**config.mk**
```make
export PLATFORM = sky130hd
export DESIGN_NAME = ip_address_text_validator_core
export DESIGN_NICKNAME = d
export VERILOG_FILES = /design/src/hdl/ipatv_pkg.sv /design/src/hdl/ipatv_in_reg.sv /design/src/hdl/ipatv_scan.sv /design/src/hdl/ip_address_text_validator_core.sv
export SDC_FILE = /design/constraint.sdc
export NUM_CORES = 1
export LEC_CHECK = 0
export BUFFER_PORTS_ARGS = -buffer_cell sky130_fd_sc_hd__buf_2
export CORE_UTILIZATION = 45
export DETAILED_ROUTE_END_ITERATION = 12
export PLACE_DENSITY = 0.69
export SYNTH_ARGS = -nofsm -noshare
export SYNTH_HDL_FRONTEND = slang
export SYNTH_SLANG_ARGS = --single-unit
```
**constraint.sdc**
```tcl
create_clock -name clk -period 3.4 [get_ports clk]
set_clock_uncertainty 0.05 [all_clocks]
set_input_delay 0.68 -clock clk [delete_from_list [all_inputs] [get_ports clk]]
set_output_delay 0.68 -clock clk [all_outputs]
set_load 0.01 [all_outputs]
```
**src/hdl/ipatv_pkg.sv**
```systemverilog
`timescale 1ns / 1ps
// ----------------------------------------------------------------------------
// IP address text validator package
// Character codes, limits, result codes and shared types for the validator.
// ----------------------------------------------------------------------------
package ipatv_pkg;

    // Character codes.
    localparam logic [7:0] CHAR_DOT     = 8'h2E;
    localparam logic [7:0] CHAR_COLON   = 8'h3A;
    localparam logic [7:0] CHAR_ZERO    = 8'h30;
    localparam logic [7:0] CHAR_NINE    = 8'h39;
    localparam logic [7:0] CHAR_LOWER_A = 8'h61;
    localparam logic [7:0] CHAR_LOWER_F = 8'h66;
    localparam logic [7:0] CHAR_UPPER_A = 8'h41;
    localparam logic [7:0] CHAR_UPPER_F = 8'h46;

    // Counter saturation points and limits.
    localparam logic [3:0] SEP_COUNT_SAT   = 4'd8;
    localparam logic [5:0] CHAR_COUNT_SAT  = 6'd40;
    localparam logic [5:0] V4_MAX_CHARS    = 6'd15;
    localparam logic [5:0] V6_MAX_CHARS    = 6'd39;
    localparam logic [3:0] V4_SEPARATORS   = 4'd3;
    localparam logic [3:0] V6_SEPARATORS   = 4'd7;
    localparam logic [8:0] V4_SEG_MAX      = 9'd255;
    localparam logic [8:0] V4_VALUE_SAT    = 9'd256;
    localparam logic [1:0] V4_DIGITS_SAT   = 2'd2;
    localparam logic [2:0] V6_GROUP_MAX    = 3'd4;
    localparam logic [2:0] V6_DIGITS_SAT   = 3'd5;

    // Verdict codes.
    localparam logic [1:0] VERDICT_NONE = 2'd0;
    localparam logic [1:0] VERDICT_V4   = 2'd1;
    localparam logic [1:0] VERDICT_V6   = 2'd2;

    // One registered character on its way to the scanner.
    typedef struct packed {
        logic       valid;
        logic [7:0] char_code;
        logic       last;
    } char_stage_t;

    // Running state of the scan over one address text.
    typedef struct packed {
        logic [3:0] sep_count;
        logic [5:0] char_count;
        logic       v4_valid;
        logic [8:0] v4_value;
        logic [1:0] v4_digits;
        logic       v4_lead_zero;
        logic       v6_valid;
        logic [2:0] v6_digits;
    } scan_state_t;

    localparam scan_state_t SCAN_RESET = '{
        sep_count:    4'd0,
        char_count:   6'd0,
        v4_valid:     1'b1,
        v4_value:     9'd0,
        v4_digits:    2'd0,
        v4_lead_zero: 1'b0,
        v6_valid:     1'b1,
        v6_digits:    3'd0
    };

    function automatic logic is_dec(input logic [7:0] c);
        return (c >= CHAR_ZERO) && (c <= CHAR_NINE);
    endfunction

    function automatic logic is_hex(input logic [7:0] c);
        return is_dec(c)
            || ((c >= CHAR_LOWER_A) && (c <= CHAR_LOWER_F))
            || ((c >= CHAR_UPPER_A) && (c <= CHAR_UPPER_F));
    endfunction

endpackage

```
**src/hdl/ipatv_in_reg.sv**
```systemverilog
`timescale 1ns / 1ps
// ----------------------------------------------------------------------------
// Input register
// Captures one character request and holds it until the scanner takes it.
// ----------------------------------------------------------------------------
module ipatv_in_reg (
    input  logic                   clk,
    input  logic                   rst_n,
    input  logic                   in_valid,
    output logic                   in_stall,
    input  logic [7:0]             char_code,
    input  logic                   last_char,
    input  logic                   advance,
    output ipatv_pkg::char_stage_t stage
);
    import ipatv_pkg::*;

    logic       valid_reg;
    logic       valid_next;
    logic [7:0] char_reg;
    logic       last_reg;

    // The register can take a new request when it is empty or being drained.
    assign in_stall   = valid_reg && !advance;
    assign valid_next = in_stall ? valid_reg : in_valid;

    always_ff @(posedge clk or negedge rst_n)
    begin
        if (!rst_n)
        begin
            valid_reg <= 1'b0;
        end
        else
        begin
            valid_reg <= valid_next;
        end
    end

    always_ff @(posedge clk)
    begin
        if (in_valid && !in_stall)
        begin
            char_reg <= char_code;
            last_reg <= last_char;
        end
    end

    assign stage.valid     = valid_reg;
    assign stage.char_code = char_reg;
    assign stage.last      = last_reg;

endmodule

```
**src/hdl/ipatv_scan.sv**
```systemverilog
`timescale 1ns / 1ps
// ----------------------------------------------------------------------------
// Address scanner
// Updates the IPv4 and IPv6 checks for each character and forms the verdict.
// ----------------------------------------------------------------------------
module ipatv_scan (
    input  logic                   clk,
    input  logic                   rst_n,
    input  logic                   advance,
    input  ipatv_pkg::char_stage_t stage,
    output logic [1:0]             verdict_next
);
    import ipatv_pkg::*;

    scan_state_t state_reg;
    scan_state_t state_next;
    scan_state_t mid;

    logic        c_dot;
    logic        c_colon;
    logic        c_dec;
    logic        c_hex;
    logic [11:0] v4_prod;
    logic        v4_final_ok;
    logic        v6_final_ok;

    assign c_dot   = (stage.char_code == CHAR_DOT);
    assign c_colon = (stage.char_code == CHAR_COLON);
    assign c_dec   = is_dec(stage.char_code);
    assign c_hex   = is_hex(stage.char_code);

    // Segment value times ten plus the new digit, by shift and add.
    assign v4_prod = {stage.char_code[0] ? 12'd0 : 12'd0}
                   + {state_reg.v4_value, 3'b000}
                   + {2'b00, state_reg.v4_value, 1'b0}
                   + {8'd0, stage.char_code[3:0]};

    always_comb
    begin
        mid = state_reg;

        if (state_reg.char_count < CHAR_COUNT_SAT)
        begin
            mid.char_count = state_reg.char_count + 6'd1;
        end
        if ((c_dot || c_colon) && (state_reg.sep_count < SEP_COUNT_SAT))
        begin
            mid.sep_count = state_reg.sep_count + 4'd1;
        end

        // Dotted decimal path.
        if (c_dot)
        begin
            if ((state_reg.v4_digits == 2'd0) || (state_reg.v4_value > V4_SEG_MAX))
            begin
                mid.v4_valid = 1'b0;
            end
            mid.v4_value     = 9'd0;
            mid.v4_digits    = 2'd0;
            mid.v4_lead_zero = 1'b0;
        end
        else if (c_dec)
        begin
            if (state_reg.v4_lead_zero)
            begin
                mid.v4_valid = 1'b0;
            end
            if ((state_reg.v4_digits == 2'd0) && (stage.char_code == CHAR_ZERO))
            begin
                mid.v4_lead_zero = 1'b1;
            end
            if (v4_prod > {3'd0, V4_VALUE_SAT})
            begin
                mid.v4_value = V4_VALUE_SAT;
            end
            else
            begin
                mid.v4_value = v4_prod[8:0];
            end
            if (state_reg.v4_digits < V4_DIGITS_SAT)
            begin
                mid.v4_digits = state_reg.v4_digits + 2'd1;
            end
        end
        else
        begin
            mid.v4_valid = 1'b0;
        end

        // Colon hexadecimal path.
        if (c_colon)
        begin
            if ((state_reg.v6_digits == 3'd0) || (state_reg.v6_digits > V6_GROUP_MAX))
            begin
                mid.v6_valid = 1'b0;
            end
            mid.v6_digits = 3'd0;
        end
        else if (c_hex)
        begin
            if (state_reg.v6_digits < V6_DIGITS_SAT)
            begin
                mid.v6_digits = state_reg.v6_digits + 3'd1;
            end
        end
        else
        begin
            mid.v6_valid = 1'b0;
        end
    end

    // The last character also closes the final segment and group.
    assign v4_final_ok = mid.v4_valid && (mid.v4_digits != 2'd0)
                      && (mid.v4_value <= V4_SEG_MAX);
    assign v6_final_ok = mid.v6_valid && (mid.v6_digits != 3'd0)
                      && (mid.v6_digits <= V6_GROUP_MAX);

    always_comb
    begin
        if ((mid.sep_count == V4_SEPARATORS) && (mid.char_count <= V4_MAX_CHARS)
            && v4_final_ok)
        begin
            verdict_next = VERDICT_V4;
        end
        else if ((mid.sep_count == V6_SEPARATORS) && (mid.char_count <= V6_MAX_CHARS)
                 && v6_final_ok)
        begin
            verdict_next = VERDICT_V6;
        end
        else
        begin
            verdict_next = VERDICT_NONE;
        end
    end

    assign state_next = stage.last ? SCAN_RESET : mid;

    always_ff @(posedge clk or negedge rst_n)
    begin
        if (!rst_n)
        begin
            state_reg <= SCAN_RESET;
        end
        else if (advance)
        begin
            state_reg <= state_next;
        end
    end

endmodule

```
**src/hdl/ip_address_text_validator_core.sv**
```systemverilog
`timescale 1ns / 1ps
// ----------------------------------------------------------------------------
// IP address text validator
// Judges a character stream as a dotted IPv4 or colon IPv6 address text.
// ----------------------------------------------------------------------------
// The block takes one character request per clock cycle, with last_char set
// on the final character of each text, and gives one verdict request for
// every text: 0 for neither form, 1 for a valid IPv4 address and 2 for a
// valid IPv6 address. A character passes through an input register and then
// through the scanner into the result register, which takes the verdict when
// the last character leaves the input register. Characters that are not last
// leave no result and never wait. A last character waits in the input
// register only while an earlier verdict is still held by out_stall, and
// the input stalls behind it. No gap is needed between texts.
module ip_address_text_validator_core (
    input  logic       clk,
    input  logic       rst_n,
    input  logic       in_valid,
    output logic       in_stall,
    input  logic [7:0] char_code,
    input  logic       last_char,
    output logic       out_valid,
    input  logic       out_stall,
    output logic [1:0] verdict
);
    import ipatv_pkg::*;

    char_stage_t stage;
    logic        advance;
    logic [1:0]  scan_verdict;
    logic        out_free;
    logic        out_valid_reg;
    logic        out_valid_next;
    logic [1:0]  verdict_reg;

    // The result register can take a new verdict when empty or being read.
    assign out_free = !out_valid_reg || !out_stall;

    // A character moves into the scanner unless it would need the result
    // register while that register is still occupied.
    assign advance = stage.valid && (!stage.last || out_free);

    ipatv_in_reg u_in_reg (
        .clk       (clk),
        .rst_n     (rst_n),
        .in_valid  (in_valid),
        .in_stall  (in_stall),
        .char_code (char_code),
        .last_char (last_char),
        .advance   (advance),
        .stage     (stage)
    );

    ipatv_scan u_scan (
        .clk          (clk),
        .rst_n        (rst_n),
        .advance      (advance),
        .stage        (stage),
        .verdict_next (scan_verdict)
    );

    always_comb
    begin
        if (advance && stage.last)
        begin
            out_valid_next = 1'b1;
        end
        else if (!out_stall)
        begin
            out_valid_next = 1'b0;
        end
        else
        begin
            out_valid_next = out_valid_reg;
        end
    end

    always_ff @(posedge clk or negedge rst_n)
    begin
        if (!rst_n)
        begin
            out_valid_reg <= 1'b0;
        end
        else
        begin
            out_valid_reg <= out_valid_next;
        end
    end

    // The verdict is captured only when a text ends.
    always_ff @(posedge clk)
    begin
        if (advance && stage.last)
        begin
            verdict_reg <= scan_verdict;
        end
    end

    assign out_valid = out_valid_reg;
    assign verdict   = verdict_reg;

endmodule
```
# Yosys cells after proc, flatten, opt, wreduce, memory -nomap -nowiden
# Cells that the tools add are included.
# W data, S select, Z words.
[op_classes]
n_mux = 19
eq_ne = 6
n_lt_le_gt_ge = 17
n_addsub = 6
n_reduce_logical = 36
[ops]
columns = ["op", "count"]
rows = [
  ["$mux W27", 1],
  ["$eq A8 B6 Y1 const B", 3],
  ["$logic_and A1 B1 Y1", 17],
  ["$ge A8 B7 Y1 const B", 2],
  ["$le A8 B7 Y1 const B", 2],
  ["$mux W13", 1],
  ["$add A12 B10 Y12", 1],
  ["$add A12 B4 Y12", 1],
  ["$gt A12 B9 Y1 const B", 1],
  ["$mux W12", 1],
  ["$gt A9 B8 Y1 const B", 1],
  ["$le A9 B8 Y1 const B", 1],
  ["$mux W9", 1],
  ["$reduce_bool A3 Y1", 3],
  ["$ge A8 B6 Y1 const B", 1],
  ["$le A8 B6 Y1 const B", 1],
  ["$mux W1", 8],
  ["$mux W4", 2],
  ["$logic_or A1 B1 Y1", 7],
  ["$add A6 B1 Y6 const B", 1],
  ["$le A6 B4 Y1 const B", 1],
  ["$le A6 B6 Y1 const B", 1],
  ["$lt A6 B6 Y1 const B", 1],
  ["$mux W3", 2],
  ["other kinds (18)", 23],
]
[totals]
inputBits = 13
elab_cells = 97
reg_bits = 40
out_inout_bits = 4

# Depth between registers and ports, before layout
[logic_depth]
ltp_word = 11
mapped_depth = 10
depth_no_buf = 10

# Cells and area by module
# From an unflattened synthesis, not the netlist that was laid out.
[unflattened]
cells_unflattened = 286
area_unflattened_um2 = 2753.9
[by_module_without_submodules]
columns = ["mod", "instances", "seq_area_each_um2", "cells_each", "area_per_inst_um2"]
rows = [
  ["ipatv_scan", 1, 678.2, 261, 2296.0],
  ["ipatv_in_reg", 1, 295.3, 16, 342.8],
  ["ip_address_text_validator_core", 1, 85.1, 9, 115.1],
]

# Least setup slack after synthesis
# No wires, ideal clock.
[synth_path]
path_type = "register -> register"
startpoint = "register u_in_reg.char_reg[3]"
endpoint = "register verdict_reg[0] (netlist: verdict[0]), data pin"
path_slack_ns = 0.746
setup_ns = 0.167
arrival_time_ns = 2.437
n_path_buf = 0
required_ns = 3.183
stages_incl_launch_ff = 10
period_less_slack_ns = 2.654
path_cell_list = "edfxtp_1 -> fa_1 -> inv_1 -> fa_1 -> nor2b_1 -> o31ai_1 -> a2bb2oi_1 -> xnor2_1 -> nand3_1 -> a211oi_1"
[synth_via]
elab_chain_cells = 8
elab_cells_between_ends = 21
classes_between = "1 x add/sub; 4 x order compare; 3 x eq/ne; 5 x mux; 8 x reduce/logical"
[synth_lines]
columns = ["item", "line", "rtl"]
rows = [
  ["start, declared", "ipatv_in_reg.sv:20", "logic [7:0] char_reg;"],
  ["start signal, assigned", "ipatv_in_reg.sv:43", "char_reg <= char_code;"],
  ["$add A12 B4 Y12 (tied with other cells)", "ipatv_scan.sv:36", "+ {8'd0, stage.char_code[3:0]};"],
  ["$gt A12 B9 Y1 or $logic_and A1 B1 Y1 (tied branches)", "ipatv_scan.sv:72, ipatv_pkg.sv:67", ""],
  ["$mux W9 or $mux W12 (tied branches)", "ipatv_scan.sv:72, ipatv_scan.sv:62", ""],
  ["$mux W12 or $mux W13 (tied branches)", "ipatv_scan.sv:62, ipatv_scan.sv:52", ""],
  ["$mux W13 or $reduce_bool A2 Y1 (tied branches)", "ipatv_scan.sv:52, ipatv_scan.sv:113", ""],
  ["$le A9 B8 Y1 or $logic_and A1 B1 Y1 (tied branches)", "ipatv_scan.sv:114, ipatv_scan.sv:113", ""],
  ["$logic_and A1 B1 Y1", "ipatv_scan.sv:114", "&& (mid.v4_value <= V4_SEG_MAX);"],
  ["$logic_and A1 B1 Y1 *", "ipatv_scan.sv:121", "&& v4_final_ok)"],
  ["end signal, assigned", "ip_address_text_validator_core.sv:95", "verdict_reg <= scan_verdict;"],
  ["end, declared", "ip_address_text_validator_core.sv:34", "logic [1:0] verdict_reg;"],
]
# Every way passes the cells marked *; elsewhere a longest branch is shown, timed or not. The select of a mux whose other input is x is not followed.
# A chain may end at the register's enable or synchronous reset.

# Worst setup path after layout
# Same ends and word-level chain as after synthesis.

==> run_results.csv <==
group,metric,value,unit
timing,tns,0,ns
pwr,ir_drop,0.286,mV
clock_tree,cts_hold_buf,0,
timing,period_needed,2.97,ns
grt,grt_max_degree,30,
logic_synthesis,synth_area_per_cell,9.33,um2
route,viasPerCell,5.72,
route,drc,0,
pwr,comb_power_share,12.6,%
timing,hold_viol,0,
clock_tree,numClockSinks,40,
logic_synthesis,synth_top_family_by_area,"simple AND/OR/NAND/NOR gates",
logic_synthesis,synth_area,0.00257,mm2
final_layout,drive_above_1_share,11.1,%
outcome,status,"completed",
route,wirelength,5120,um
place,numPortBuffers,16,
logic_synthesis,seq_area_frac_synth,41.2,%
clock_tree,cts_tree,"yes",
clock_tree,clkLatencyLatePin,0.28,ns
pwr,p_int,0.801,mW
pwr,pwr-share-clk,34.7,%
grt,first_global_vias,2079,
route,vias,2109,
logic_synthesis,syn-num-nets,313,
logic_synthesis,synth_flop_cell,"dfrtp_1",
setup_path,criticalPathCategory,"flip-flop to flip-flop",
grt,gr-usage-all-layers,19.1,%
floorplanning,chipHeight,77.5,um
logic_synthesis,synth.distinct_cells,48,
route,wl_per_cell,13.9,um
logic_synthesis,syn_inst,275,
pwr,power_frac_seq,52.8,%
floorplanning,io_pins,17,
pwr,cellPowerDensity,374,mW/mm2
final_layout,syn_to_final_growth,11.1,%
floorplanning,initial_core_util,46.6,%
final_layout,nets,334,
setup_path,reg2regPathDepth,8,
timing,report.final.slew_viol_count,0,
logic_synthesis,synth-adder-area-share,12.8,%
timing,max_slew_margin,51.5,%
place,hpwl,3840,um
logic_synthesis,synth_compound_area_share,15.8,%
clock_tree,cts_buffer_depth,2,
final_layout,largest_register_ffs,27,
floorplanning,fp.coreArea,0.00551,mm2
clock_tree,cts_setup_buffers,0,
hold_path,worst_hold_path_type,"primary input to async pin",
logic_synthesis,synth_edf_count,11,
clock_tree,cts_resized,0,
grt,antenna_found_initial,0,
logic_synthesis,ys_warn_count,0,
pwr,p_sw_share,25.0,%
final_layout,instances_no_fill,369,
timing,tightest_slew,0.722,ns
route,ant_nets,0,
floorplanning,fp.dieW,77.5,um
setup_path,cp_max_fo,6,
logic_synthesis,ys_seq_elements,40,
final_layout,antenna_cells,0,
logic_synthesis,synth-xor-area-share,3.75,%
clock_tree,clk_pin_slew,0.08,ns
setup_path,required,3.47,ns
flow_run,cap_violations,0,
clock_tree,numCtsBuffers,5,
final_layout,fill_cells,497,
timing,setup_viol,0,
setup_path,crit_path_start_kind,"flip-flop",
place,place_inst,361,
grt,grt_pass1_wl,9240,um
pwr,power_switching,0.267,mW
route,drtIter0Drc,101,
clock_tree,cts_root_buf,"clkbuf_8",
setup_path,critPathArrivalTime,3.04,ns
logic_synthesis,synth_mux_area_share,1.17,%
logic_synthesis,synth-simple-area-share,22.7,%
timing,final.period_utilization,87.4,%
place,gp_congestion,0.858,
timing,rsz0062_at_grt,"false",
floorplanning,die_area,0.00601,mm2
pwr,p_leak,1.26,nW
floorplanning,placementRows,27,
timing,max_clock_freq,337,MHz
route,dr.pass1.iters,5,
logic_synthesis,async_flop_share,72.5,%
setup_path,worst_setup_path_end_kind,"flip-flop",
grt,overflow,0,
clock_tree,htreeDepth,2,
[cell type report]
type / instances / area, um2 / share of cell area [%]
Multi-Input combinational cell: 218 / 1440 / 50.7
Inverter: 11 / 41.3 / 1.45
Tap cell: 72 / 90.1 / 3.16
Clock inverter: 3 / 37.5 / 1.32
Sequential cell: 40 / 1060 / 37.1
Clock buffer: 5 / 68.8 / 2.41
Timing Repair Buffer: 20 / 110 / 3.86
[layer usage]
layer | wire [um] | GRT usage [%] | share of wire, % | up-vias
met5 | 0 | 0 | 0 | -
met4 | 34 | 4.53 | 0.66 | 0
met3 | 153 | 2.59 | 3.0 | 4
met2 | 2410 | 32.2 | 47 | 41
met1 | 2520 | 26.0 | 49 | 1015
li1 | - | - | - | 1049
[metrics by stage]
step | worst slack [ns] | total power, mW | utilization (%) | hold WS (ns) | area [um2]
2_1_floorplan | 0.746 | 0.659 | - | 0.334 | 2570
3_3_place_gp | 0.564 | 0.704 | 49.8 | 0.418 | 2740
3_5_place_dp | 0.480 | 0.708 | 49.8 | 0.428 | 2740
4_1_cts | 0.434 | 1.07 | 51.8 | 0.398 | 2850
5_1_grt | 0.285 | 1.12 | 51.8 | 0.425 | 2850
6_report | 0.429 | 1.07 | 51.8 | 0.374 | 2850
[kinds of logic (layout without fill, tap and decap cells)]
kind of cell               after synthesis  in the layout
DFF                                     40             40
muxes                                    3              3
adders and majority gates               25             25
and+or+nand+nor                        115            115
xor gates and xnor gates                11             11
AOI/OAI and AO/OA                       64             64
buffers and inverters                   17             39
[Yosys cell counts (5+ instances only)]
library cell  number  share of area, %
ha_1              23                11
nor2_1            24               3.5
edfxtp_1          11                13
o21ai_0           20               3.9
nand2_1           36               5.3
nand4_1            5               1.2
o31ai_1           12               3.5
a21oi_1           12               2.3
clkbuf_1           5              0.73
xor2_1             7               2.4
dfrtp_1           27                26
inv_1             11               1.6
nand3_1           13               2.5
a31oi_1            6               1.5
nand2b_1           5               1.2
nor3_1             5              0.97
[power by group through the flow]
stage / logic, mW / registers (mW) / clock network (mW)
floorplan: 0.0943 / 0.564 / 0
global placement: 0.132 / 0.572 / 0
detailed placement: 0.135 / 0.573 / 0
CTS: 0.135 / 0.563 / 0.376
global route: 0.157 / 0.569 / 0.393
finish: 0.134 / 0.563 / 0.370
[layout by cell type (no fill, tap or decap), types with 12 or more instances in the layout]
master / instances
buf_2: 16
nand2_1: 36
a21oi_1: 12
o31ai_1: 12
o21ai_0: 20
ha_1: 23
nand3_1: 13
dfrtp_1: 27
nor2_1: 24
[worst max-delay path, cell delays in order (launching register included)]
cell	delay [ns]
edfxtp_1	0.46
fa_1	0.53
ha_1	0.30
a211oi_1	0.41
o21ai_0	0.20
mux2i_1	0.17
and4_1	0.22
nand3_1	0.19
a211oi_1	0.27
[worst paths after layout]
kind | slack, ns | from | end
max | 0.43 | u_in_reg.char_reg[3] | verdict[0]
min | 0.37 | rst_n | u_scan.state_reg[2]
min in group clk | 0.44 | u_scan.state_reg[3] | u_scan.state_reg[3]
max reg2reg | 0.43 | u_in_reg.char_reg[3] | verdict[0]
max in group asynchronous | 2.49 | rst_n | u_scan.state_reg[9]
min reg2reg | 0.44 | u_scan.state_reg[3] | u_scan.state_reg[3]
Note: power is estimated with default switching activity, not from simulation.
